**src/hw/rtl/bdq_pkg.sv**
```systemverilog
// ----------------------------------------------------------------------------
// bdq_pkg
// Shared types and constants of the beat delay queue with RR statistics.
// ----------------------------------------------------------------------------
`default_nettype none

package bdq_pkg;

    // Queue and history sizes
    localparam int BEAT_DEPTH          = 16;
    localparam int INTERVAL_DEPTH_LOG2 = 3;
    localparam int INTERVAL_DEPTH      = 2 ** INTERVAL_DEPTH_LOG2;
    localparam int DEFAULT_INTERVAL    = 300;

    // Derived widths
    localparam int BEAT_AW   = $clog2(BEAT_DEPTH);
    localparam int COUNT_W   = $clog2(BEAT_DEPTH + 1);
    localparam int IV_AW     = INTERVAL_DEPTH_LOG2;
    localparam int VAR_CNT_W = IV_AW + 1;
    localparam int SUM_W     = 16 + INTERVAL_DEPTH_LOG2;
    localparam int ACC_W     = 32 + INTERVAL_DEPTH_LOG2;

    // Fixed field widths
    localparam int MODE_W        = 2;
    localparam int DELAY_W       = 15;
    localparam int STATUS_W      = 2;
    localparam int AGE_W         = 16;
    localparam int BEAT_COUNT_W  = 5;
    localparam int VAR_W         = 32;

    // Operation codes
    localparam logic [MODE_W-1:0] MODE_TICK = 2'd0;
    localparam logic [MODE_W-1:0] MODE_ADD  = 2'd1;
    localparam logic [MODE_W-1:0] MODE_POP  = 2'd2;

    // Status codes
    localparam logic [STATUS_W-1:0] STATUS_DONE  = 2'd0;
    localparam logic [STATUS_W-1:0] STATUS_FULL  = 2'd1;
    localparam logic [STATUS_W-1:0] STATUS_EMPTY = 2'd2;

    typedef struct packed {
        logic [MODE_W-1:0]  mode;
        logic [DELAY_W-1:0] beat_delay;
    } bdq_in_t;

    typedef struct packed {
        logic [STATUS_W-1:0]     status;
        logic [AGE_W-1:0]        popped_delay;
        logic [BEAT_COUNT_W-1:0] beat_count;
        logic [AGE_W-1:0]        oldest_delay;
        logic [AGE_W-1:0]        post_interval;
        logic [AGE_W-1:0]        pre_interval;
        logic [AGE_W-1:0]        mean_interval;
        logic [VAR_W-1:0]        var_interval;
    } bdq_out_t;

endpackage

`default_nettype wire

```
**src/hw/rtl/bdq_ram.sv**
```systemverilog
// ----------------------------------------------------------------------------
// bdq_ram
// Simple dual-port RAM: one write port, one read port, registered read data.
// ----------------------------------------------------------------------------
`default_nettype none

module bdq_ram #(
    parameter int WIDTH = 16,
    parameter int DEPTH = 16
) (
    input  wire logic                     aclk,
    input  wire logic                     we,
    input  wire logic [$clog2(DEPTH)-1:0] waddr,
    input  wire logic [WIDTH-1:0]         wdata,
    input  wire logic [$clog2(DEPTH)-1:0] raddr,
    output logic      [WIDTH-1:0]         rdata
);

    logic [WIDTH-1:0] mem [DEPTH];

    // Write and registered read
    always_ff @(posedge aclk) begin
        if (we) begin
            mem[waddr] <= wdata;
        end
        rdata <= mem[raddr];
    end

endmodule

`default_nettype wire

```
**src/hw/rtl/beat_delay_queue_rr_stats.sv**
```systemverilog
// An accepted item passes through S_OP, S_MOD, S_OLD and the variance pass S_VAR
// to S_DONE, which registers the result and holds while an earlier result waits.
// A new item is taken only back in S_IDLE, after the variance pass, which reads
// every stored interval through the single read port of its RAM.
// Reset: synchronous, active low; afterwards a clearing pass writes the default
// interval into every entry of the history RAM before s_ready rises.
// ----------------------------------------------------------------------------
// beat_delay_queue_rr_stats
// FIFO of beat ages and a history of RR intervals with mean and variance.
// Ages are kept as time stamps against a count of tick operations, so a tick
// needs no walk over the queue.
// ----------------------------------------------------------------------------
`default_nettype none

module beat_delay_queue_rr_stats
    import bdq_pkg::*;
(
    input  wire logic     aclk,
    input  wire logic     aresetn,
    input  wire logic     s_valid,
    output logic          s_ready,
    input  wire bdq_in_t  s_data,
    output logic          m_valid,
    input  wire logic     m_ready,
    output bdq_out_t      m_data
);

    typedef enum logic [2:0] {
        S_CLEAR,
        S_IDLE,
        S_OP,
        S_MOD,
        S_OLD,
        S_VAR,
        S_DONE
    } state_t;

    state_t                 state_reg;
    logic [MODE_W-1:0]      mode_reg;
    logic [DELAY_W-1:0]     delay_reg;
    logic [STATUS_W-1:0]    status_reg;
    logic [AGE_W-1:0]       popped_reg;
    logic [AGE_W-1:0]       oldest_reg;
    logic [AGE_W-1:0]       tick_reg;
    logic [BEAT_AW-1:0]     head_reg;
    logic [BEAT_AW-1:0]     tail_reg;
    logic [COUNT_W-1:0]     count_reg;
    logic [IV_AW-1:0]       iv_ptr_reg;
    logic [IV_AW-1:0]       clr_cnt_reg;
    logic [SUM_W-1:0]       sum_reg;
    logic [AGE_W-1:0]       post_reg;
    logic [AGE_W-1:0]       pre_reg;
    logic [AGE_W-1:0]       mean_reg;
    logic [VAR_CNT_W-1:0]   var_cnt_reg;
    logic                   p1_reg;
    logic                   p2_reg;
    logic                   p3_reg;
    logic [AGE_W-1:0]       dev_reg;
    logic [31:0]            sq_reg;
    logic [ACC_W-1:0]       acc_reg;
    logic                   m_valid_reg;
    bdq_out_t               m_data_reg;

    // RAM ports
    logic                   beat_we;
    logic [BEAT_AW-1:0]     beat_waddr;
    logic [AGE_W-1:0]       beat_wdata;
    logic [BEAT_AW-1:0]     beat_raddr;
    logic [AGE_W-1:0]       beat_rdata;
    logic                   iv_we;
    logic [IV_AW-1:0]       iv_waddr;
    logic [AGE_W-1:0]       iv_wdata;
    logic [IV_AW-1:0]       iv_raddr;
    logic [AGE_W-1:0]       iv_rdata;

    // Decoded operation
    logic                   q_empty;
    logic                   q_full;
    logic                   do_add;
    logic                   do_shift;
    logic                   do_pop;
    logic [BEAT_AW-1:0]     newest_idx;
    logic [BEAT_AW-1:0]     head_inc;
    logic [BEAT_AW-1:0]     tail_inc;
    logic [AGE_W-1:0]       new_iv;
    logic                   var_issue;
    logic [AGE_W-1:0]       dev_next;

    assign q_empty  = (count_reg == '0);
    assign q_full   = (count_reg == COUNT_W'(BEAT_DEPTH));
    assign do_add   = (mode_reg == MODE_ADD) && !q_full;
    assign do_shift = do_add && !q_empty;
    assign do_pop   = (mode_reg == MODE_POP) && !q_empty;

    assign newest_idx = (tail_reg == '0) ? BEAT_AW'(BEAT_DEPTH - 1) : tail_reg - 1'b1;
    assign head_inc   = (head_reg == BEAT_AW'(BEAT_DEPTH - 1)) ? '0 : head_reg + 1'b1;
    assign tail_inc   = (tail_reg == BEAT_AW'(BEAT_DEPTH - 1)) ? '0 : tail_reg + 1'b1;

    // Newest age minus the new delay, modulo 2^16
    assign new_iv = tick_reg - beat_rdata - AGE_W'(delay_reg);

    assign var_issue = (state_reg == S_VAR) && (var_cnt_reg != VAR_CNT_W'(INTERVAL_DEPTH));
    assign dev_next  = (iv_rdata >= mean_reg) ? iv_rdata - mean_reg : mean_reg - iv_rdata;

    // Beat RAM addressing
    always_comb begin
        beat_raddr = head_reg;
        if (state_reg == S_OP && mode_reg == MODE_ADD) begin
            beat_raddr = newest_idx;
        end
        beat_we    = (state_reg == S_MOD) && do_add;
        beat_waddr = tail_reg;
        beat_wdata = tick_reg - AGE_W'(delay_reg);
    end

    // Interval RAM addressing
    always_comb begin
        iv_raddr = (state_reg == S_VAR) ? var_cnt_reg[IV_AW-1:0] : iv_ptr_reg;
        if (state_reg == S_CLEAR) begin
            iv_we    = 1'b1;
            iv_waddr = clr_cnt_reg;
            iv_wdata = AGE_W'(DEFAULT_INTERVAL);
        end else begin
            iv_we    = (state_reg == S_MOD) && do_shift;
            iv_waddr = iv_ptr_reg;
            iv_wdata = new_iv;
        end
    end

    bdq_ram #(
        .WIDTH (AGE_W),
        .DEPTH (BEAT_DEPTH)
    ) u_beat_ram (
        .aclk  (aclk),
        .we    (beat_we),
        .waddr (beat_waddr),
        .wdata (beat_wdata),
        .raddr (beat_raddr),
        .rdata (beat_rdata)
    );

    bdq_ram #(
        .WIDTH (AGE_W),
        .DEPTH (INTERVAL_DEPTH)
    ) u_iv_ram (
        .aclk  (aclk),
        .we    (iv_we),
        .waddr (iv_waddr),
        .wdata (iv_wdata),
        .raddr (iv_raddr),
        .rdata (iv_rdata)
    );

    // Sequencer, queue state and registered result
    always_ff @(posedge aclk) begin
        if (!aresetn) begin
            state_reg   <= S_CLEAR;
            clr_cnt_reg <= '0;
            tick_reg    <= '0;
            head_reg    <= '0;
            tail_reg    <= '0;
            count_reg   <= '0;
            iv_ptr_reg  <= '0;
            sum_reg     <= SUM_W'(DEFAULT_INTERVAL * INTERVAL_DEPTH);
            post_reg    <= AGE_W'(DEFAULT_INTERVAL);
            pre_reg     <= AGE_W'(DEFAULT_INTERVAL);
            var_cnt_reg <= '0;
            p1_reg      <= 1'b0;
            p2_reg      <= 1'b0;
            p3_reg      <= 1'b0;
            m_valid_reg <= 1'b0;
        end else begin
            // Release the result once taken; S_DONE reloads it on its own
            if (m_valid_reg && m_ready && state_reg != S_DONE) begin
                m_valid_reg <= 1'b0;
            end

            unique case (state_reg)
                S_CLEAR: begin
                    clr_cnt_reg <= clr_cnt_reg + 1'b1;
                    if (clr_cnt_reg == IV_AW'(INTERVAL_DEPTH - 1)) begin
                        state_reg <= S_IDLE;
                    end
                end
                S_IDLE: begin
                    if (s_valid) begin
                        mode_reg  <= s_data.mode;
                        delay_reg <= s_data.beat_delay;
                        state_reg <= S_OP;
                    end
                end
                S_OP: begin
                    state_reg <= S_MOD;
                end
                S_MOD: begin
                    // Report the outcome of the operation
                    if (mode_reg == MODE_ADD && q_full) begin
                        status_reg <= STATUS_FULL;
                    end else if (mode_reg == MODE_POP && q_empty) begin
                        status_reg <= STATUS_EMPTY;
                    end else begin
                        status_reg <= STATUS_DONE;
                    end
                    popped_reg <= do_pop ? tick_reg - beat_rdata : '0;
                    if (mode_reg == MODE_TICK) begin
                        tick_reg <= tick_reg + 1'b1;
                    end
                    // Append the beat and shift in its interval
                    if (do_add) begin
                        tail_reg  <= tail_inc;
                        count_reg <= count_reg + 1'b1;
                    end
                    if (do_shift) begin
                        sum_reg    <= sum_reg - SUM_W'(iv_rdata) + SUM_W'(new_iv);
                        post_reg   <= new_iv;
                        pre_reg    <= post_reg;
                        iv_ptr_reg <= iv_ptr_reg + 1'b1;
                    end
                    // Drop the oldest beat
                    if (do_pop) begin
                        head_reg   <= head_inc;
                        count_reg  <= count_reg - 1'b1;
                    end
                    state_reg <= S_OLD;
                end
                S_OLD: begin
                    // Mean of D 16-bit values never exceeds 16 bits
                    mean_reg    <= sum_reg[SUM_W-1:INTERVAL_DEPTH_LOG2];
                    var_cnt_reg <= '0;
                    acc_reg     <= '0;
                    p1_reg      <= 1'b0;
                    p2_reg      <= 1'b0;
                    p3_reg      <= 1'b0;
                    state_reg   <= S_VAR;
                end
                S_VAR: begin
                    // Head read issued in S_OLD lands on the first pass cycle
                    if (var_cnt_reg == '0) begin
                        oldest_reg <= q_empty ? '0 : tick_reg - beat_rdata;
                    end
                    if (var_issue) begin
                        var_cnt_reg <= var_cnt_reg + 1'b1;
                    end
                    p1_reg <= var_issue;
                    p2_reg <= p1_reg;
                    p3_reg <= p2_reg;
                    if (p1_reg) begin
                        dev_reg <= dev_next;
                    end
                    if (p2_reg) begin
                        sq_reg <= dev_reg * dev_reg;
                    end
                    if (p3_reg) begin
                        acc_reg <= acc_reg + ACC_W'(sq_reg);
                    end
                    if (!var_issue && !p1_reg && !p2_reg && !p3_reg) begin
                        state_reg <= S_DONE;
                    end
                end
                S_DONE: begin
                    // Hold until the output register is free
                    if (!m_valid_reg || m_ready) begin
                        m_valid_reg                <= 1'b1;
                        m_data_reg.status          <= status_reg;
                        m_data_reg.popped_delay    <= popped_reg;
                        m_data_reg.beat_count      <= BEAT_COUNT_W'(count_reg);
                        m_data_reg.oldest_delay    <= oldest_reg;
                        m_data_reg.post_interval   <= post_reg;
                        m_data_reg.pre_interval    <= pre_reg;
                        m_data_reg.mean_interval   <= mean_reg;
                        m_data_reg.var_interval    <= acc_reg[ACC_W-1:INTERVAL_DEPTH_LOG2];
                        state_reg                  <= S_IDLE;
                    end
                end
                default: begin
                    state_reg <= S_IDLE;
                end
            endcase
        end
    end

    assign s_ready = (state_reg == S_IDLE);
    assign m_valid = m_valid_reg;
    assign m_data  = m_data_reg;

endmodule

`default_nettype wire

```
**config.mk**
```make
export PLATFORM = sky130hd
export DESIGN_NAME = beat_delay_queue_rr_stats
export DESIGN_NICKNAME = d
export VERILOG_FILES = /design/src/hw/rtl/bdq_pkg.sv /design/src/hw/rtl/bdq_ram.sv /design/src/hw/rtl/beat_delay_queue_rr_stats.sv
export SDC_FILE = /design/constraint.sdc
export NUM_CORES = 2
export LEC_CHECK = 0
export ABC_AREA = 1
export BUFFER_PORTS_ARGS = -buffer_cell sky130_fd_sc_hd__buf_2
export CAP_MARGIN = 15
export CORE_MARGIN = 2
export CORE_UTILIZATION = 25
export CTS_BUF_LIST = sky130_fd_sc_hd__clkbuf_16
export CTS_CLUSTER_DIAMETER = 40
export CTS_CLUSTER_SIZE = 10
export DETAILED_ROUTE_END_ITERATION = 6
export GPL_TIMING_DRIVEN = 0
export SLEW_MARGIN = 10
export SYNTH_ARGS = -nofsm -noshare
export SYNTH_HDL_FRONTEND = slang
export SYNTH_SLANG_ARGS = --single-unit
```
**constraint.sdc**
```tcl
create_clock -name aclk -period 13 [get_ports aclk]
set_input_delay 1.95 -clock aclk [delete_from_list [all_inputs] [get_ports aclk]]
set_output_delay 1.95 -clock aclk [all_outputs]
set_load 0.01 [all_outputs]
```
==> results.sh <==
export IMPL_status="finished, final reports clean"
export IMPL_crit_path_cell_trace="clkbuf_1 -> clkbuf_1 -> nand2_1 -> fa_1 -> inv_1 -> fa_1 -> fa_1 -> fa_1 -> fa_1 -> inv_1 -> fa_1 -> inv_1 -> ha_1 -> a21oi_1 -> o21ai_0 -> a21oi_1 -> nand3_1 -> nand2_1 -> nand2_1 -> nand2_1 -> nand2_1"
export IMPL_report_final_slew_viol_count=0
export IMPL_synth_nets=5362
export IMPL_avgRoutedWirePerCell_um=17.02
export IMPL_worst_path_most_repeated_cell="fa_1"
export IMPL_grt_pass1_vias=34230
export IMPL_gp_congestion=0.9091
export IMPL_grt_setup_unrepaired="no"
export IMPL_cts_buffers=114
export IMPL_ant_nets=0
export IMPL_ys_seq_elements=781
export IMPL_track_usage_pct=14.04
export IMPL_ir_drop_v=0.0001201
export IMPL_drt_iter0_markers=2822
export IMPL_ys_seq_area_share_pct=48.90
export IMPL_portBuffers=141
export IMPL_cpLargestDelayFamily="adder cells"
export IMPL_synthArstFlopShare_pct=0
export IMPL_crit_slowest_cell="clkbuf_1"
export IMPL_largest_reg_flops=256
export IMPL_regToRegSetupSlack_ns=6.30
export IMPL_cts_root_buf="clkbuf_16"
export IMPL_worstMarginPinSlew_ns=1.074
export IMPL_start_util_pct=25.13
export IMPL_dieArea_sq_um=184700
export IMPL_firstDrtPassIters=6
export IMPL_ys_warn_count=0
export IMPL_skew_ns=0.08654
export IMPL_grt_max_degree=32
export IMPL_synth_flop_cell="edfxtp_1"
export IMPL_hold_viol=0
export IMPL_layout_common_cells="1148 x nand2_1, 870 x inv_1, 652 x edfxtp_1, 387 x nand3_1, 312 x nor2_1"
export IMPL_r2r_start="dev_reg[11]"
export IMPL_fin_cells=7682
export IMPL_synth_area_sq_um=45320
export IMPL_crit_required_ns=13.49
export IMPL_cts_max_level=3
export IMPL_clock_latency_ns=0.79
export IMPL_layout_commonest_cell="nand2_1"
export IMPL_max_cap_viol_count=0
export IMPL_post_cts_buffers=0
export IMPL_period_share_pct=51.56
export IMPL_synthToLayoutAreaGrowth_pct=18.12
export IMPL_start_kind="flip-flop"
export IMPL_netlist_cell_type_count=50
export IMPL_crit_type="reg2reg"
export IMPL_drive_gt1_share_pct=9.625
export IMPL_crit_buf_inv=5
export IMPL_io_pins=142
export IMPL_hold_start="oldest_reg[8]"
export IMPL_fp_dieW_um=429.8
export IMPL_leakage_nw=23.74
export IMPL_finalSetupViolCount=0
export IMPL_critical_path_startpoint="dev_reg[11]"
export IMPL_cp_depth=21
export IMPL_utilization_pct=29.68
export IMPL_grt_pass1_wl_um=199900
export IMPL_dp_cells=7476
export IMPL_powerDensity_nw_per_um2=114.3
export IMPL_grt_overflow=0
export IMPL_cpPeakStageDelay_ns=0.63
export IMPL_finalWirelength_um=130700
export IMPL_fmax_mhz=149.2
export IMPL_worstPathArrival_ns=7.20
export IMPL_hp_class="reg2reg"
export IMPL_syn_instance_count=4912
export IMPL_synth_edf_count=652
export IMPL_clock_sinks=781
export IMPL_coreArea_sq_um=180400
export IMPL_cts_reportedPaths_clkPinSlew_ns=0.06
export IMPL_dpl_hpwl_um=102800
export IMPL_post_cts_resized_instances=0
export IMPL_rows=156
export IMPL_layout_nets=5672
export IMPL_die_h_um=429.8
export IMPL_vias=34160
export IMPL_hold_path_depth=0
export IMPL_drc_errors=0
export IMPL_viasPerCell=4.447
export IMPL_antenna_found_initial=5
export IMPL_cts_hold_fix_buffers=0
export IMPL_relSlewSlack_pct=28.42
export IMPL_clockBufferDepth=3
export IMPL_cp_max_fo=10
export IMPL_cp_end_kind="flip-flop"
export IMPL_min_period_ns=6.703
export IMPL_r2r_cells=21
export IMPL_cts_tree="yes"
export IMPL_postSynthAreaPerCell_sq_um=9.226
==> kinds of logic (layout without fill, tap and decap cells) <==
family / count (synthesis) / in the layout / share of synthesized area [%]
buffers and inverters: 1009 / 1406 / 8.735
DFF: 781 / 781 / 48.90
other: 0 / 3 / 0
adders and majority gates: 429 / 429 / 14.91
AOI/OAI and AO/OA: 581 / 581 / 6.968
and+or+nand+nor: 2014 / 2014 / 18.59
xor gates and xnor gates: 98 / 98 / 1.894
==> worst paths after layout <==
kind	to
worst max register to register	sq_reg[31]
worst max-delay path	sq_reg[31]
worst min register to register	m_data[88]
worst min-delay path	m_data[88]
==> stage by stage <==
step,total power [W],instance area [sq um],setup slack (ns),hold slack (ns),TNS [ns]
after floorplan,0.003104,45320,1.997,0.4003,0
after global placement,0.003224,48990,-3.183,0.4021,-370.13
after detailed placement,0.003238,49840,6.335,0.4045,0
after CTS,0.006181,53530,6.341,0.3906,0
after global routing,0.006339,53530,5.984,0.3976,0
final,0.006119,53530,6.297,0.3910,0
==> Yosys cell counts, types with 2 or more instances <==
| master | number | area share [%] |
|---|---|---|
| or2_2 | 11 | 0.15 |
| fa_1 | 185 | 8.2 |
| nor4_1 | 3 | 0.041 |
| clkbuf_2 | 4 | 0.044 |
| edfxtp_1 | 652 | 43 |
| nand3_1 | 387 | 4.3 |
| buf_6 | 6 | 0.15 |
| buf_1 | 9 | 0.075 |
| a31o_2 | 2 | 0.039 |
| nand2_1 | 1148 | 9.5 |
| a21oi_1 | 266 | 2.9 |
| o21ai_0 | 192 | 2.1 |
| nor2_1 | 339 | 2.8 |
| nand3_2 | 3 | 0.066 |
| nand4_1 | 26 | 0.36 |
| o21ai_2 | 3 | 0.058 |
| o21a_1 | 13 | 0.22 |
| a31oi_1 | 5 | 0.069 |
| xnor2_1 | 24 | 0.46 |
| and2_1 | 7 | 0.097 |
| o21bai_1 | 19 | 0.31 |
| a21boi_0 | 2 | 0.033 |
| o21ai_1 | 30 | 0.33 |
| o211ai_1 | 26 | 0.43 |
| inv_1 | 845 | 7.0 |
| ha_1 | 244 | 6.7 |
| a21o_1 | 15 | 0.25 |
| a211oi_1 | 3 | 0.050 |
| xor2_1 | 74 | 1.4 |
| clkbuf_1 | 69 | 0.57 |
| nor3_1 | 39 | 0.43 |
| buf_2 | 56 | 0.62 |
| dfxtp_1 | 129 | 5.7 |
| buf_4 | 11 | 0.18 |
| nor2_2 | 2 | 0.028 |
| nand3b_1 | 42 | 0.70 |
| inv_2 | 8 | 0.066 |
==> cell type report <==
type / instances / area, sq um
fillers: 18890 / 126800
flip-flops and latches: 781 / 22160
multi-input cells: 3122 / 19380
inverters: 853 / 3202
well taps: 2370 / 2965
clock buffers: 116 / 2903
repair buffers: 194 / 1374
clock inverters: 87 / 778.2
plain buffers: 156 / 757.0
diodes: 3 / 7.507
==> power breakdown <==
group          internal [W]  leakage [nW]  switching [W]  total [W]
combinational      0.000143          15.0       0.000276   0.000419
clock               0.00176          1.88        0.00117    0.00293
sequential          0.00274          6.86      0.0000253    0.00277
==> layer usage <==
layer	GRT usage (%)	vias up	share of wire [%]
li1	-	16610	-
met1	17.34	16360	42
met2	24.11	939	49
met3	2.029	252	5.2
met4	6.529	0	4.6
met5	0	-	0
(Power assumes the default switching activity.)
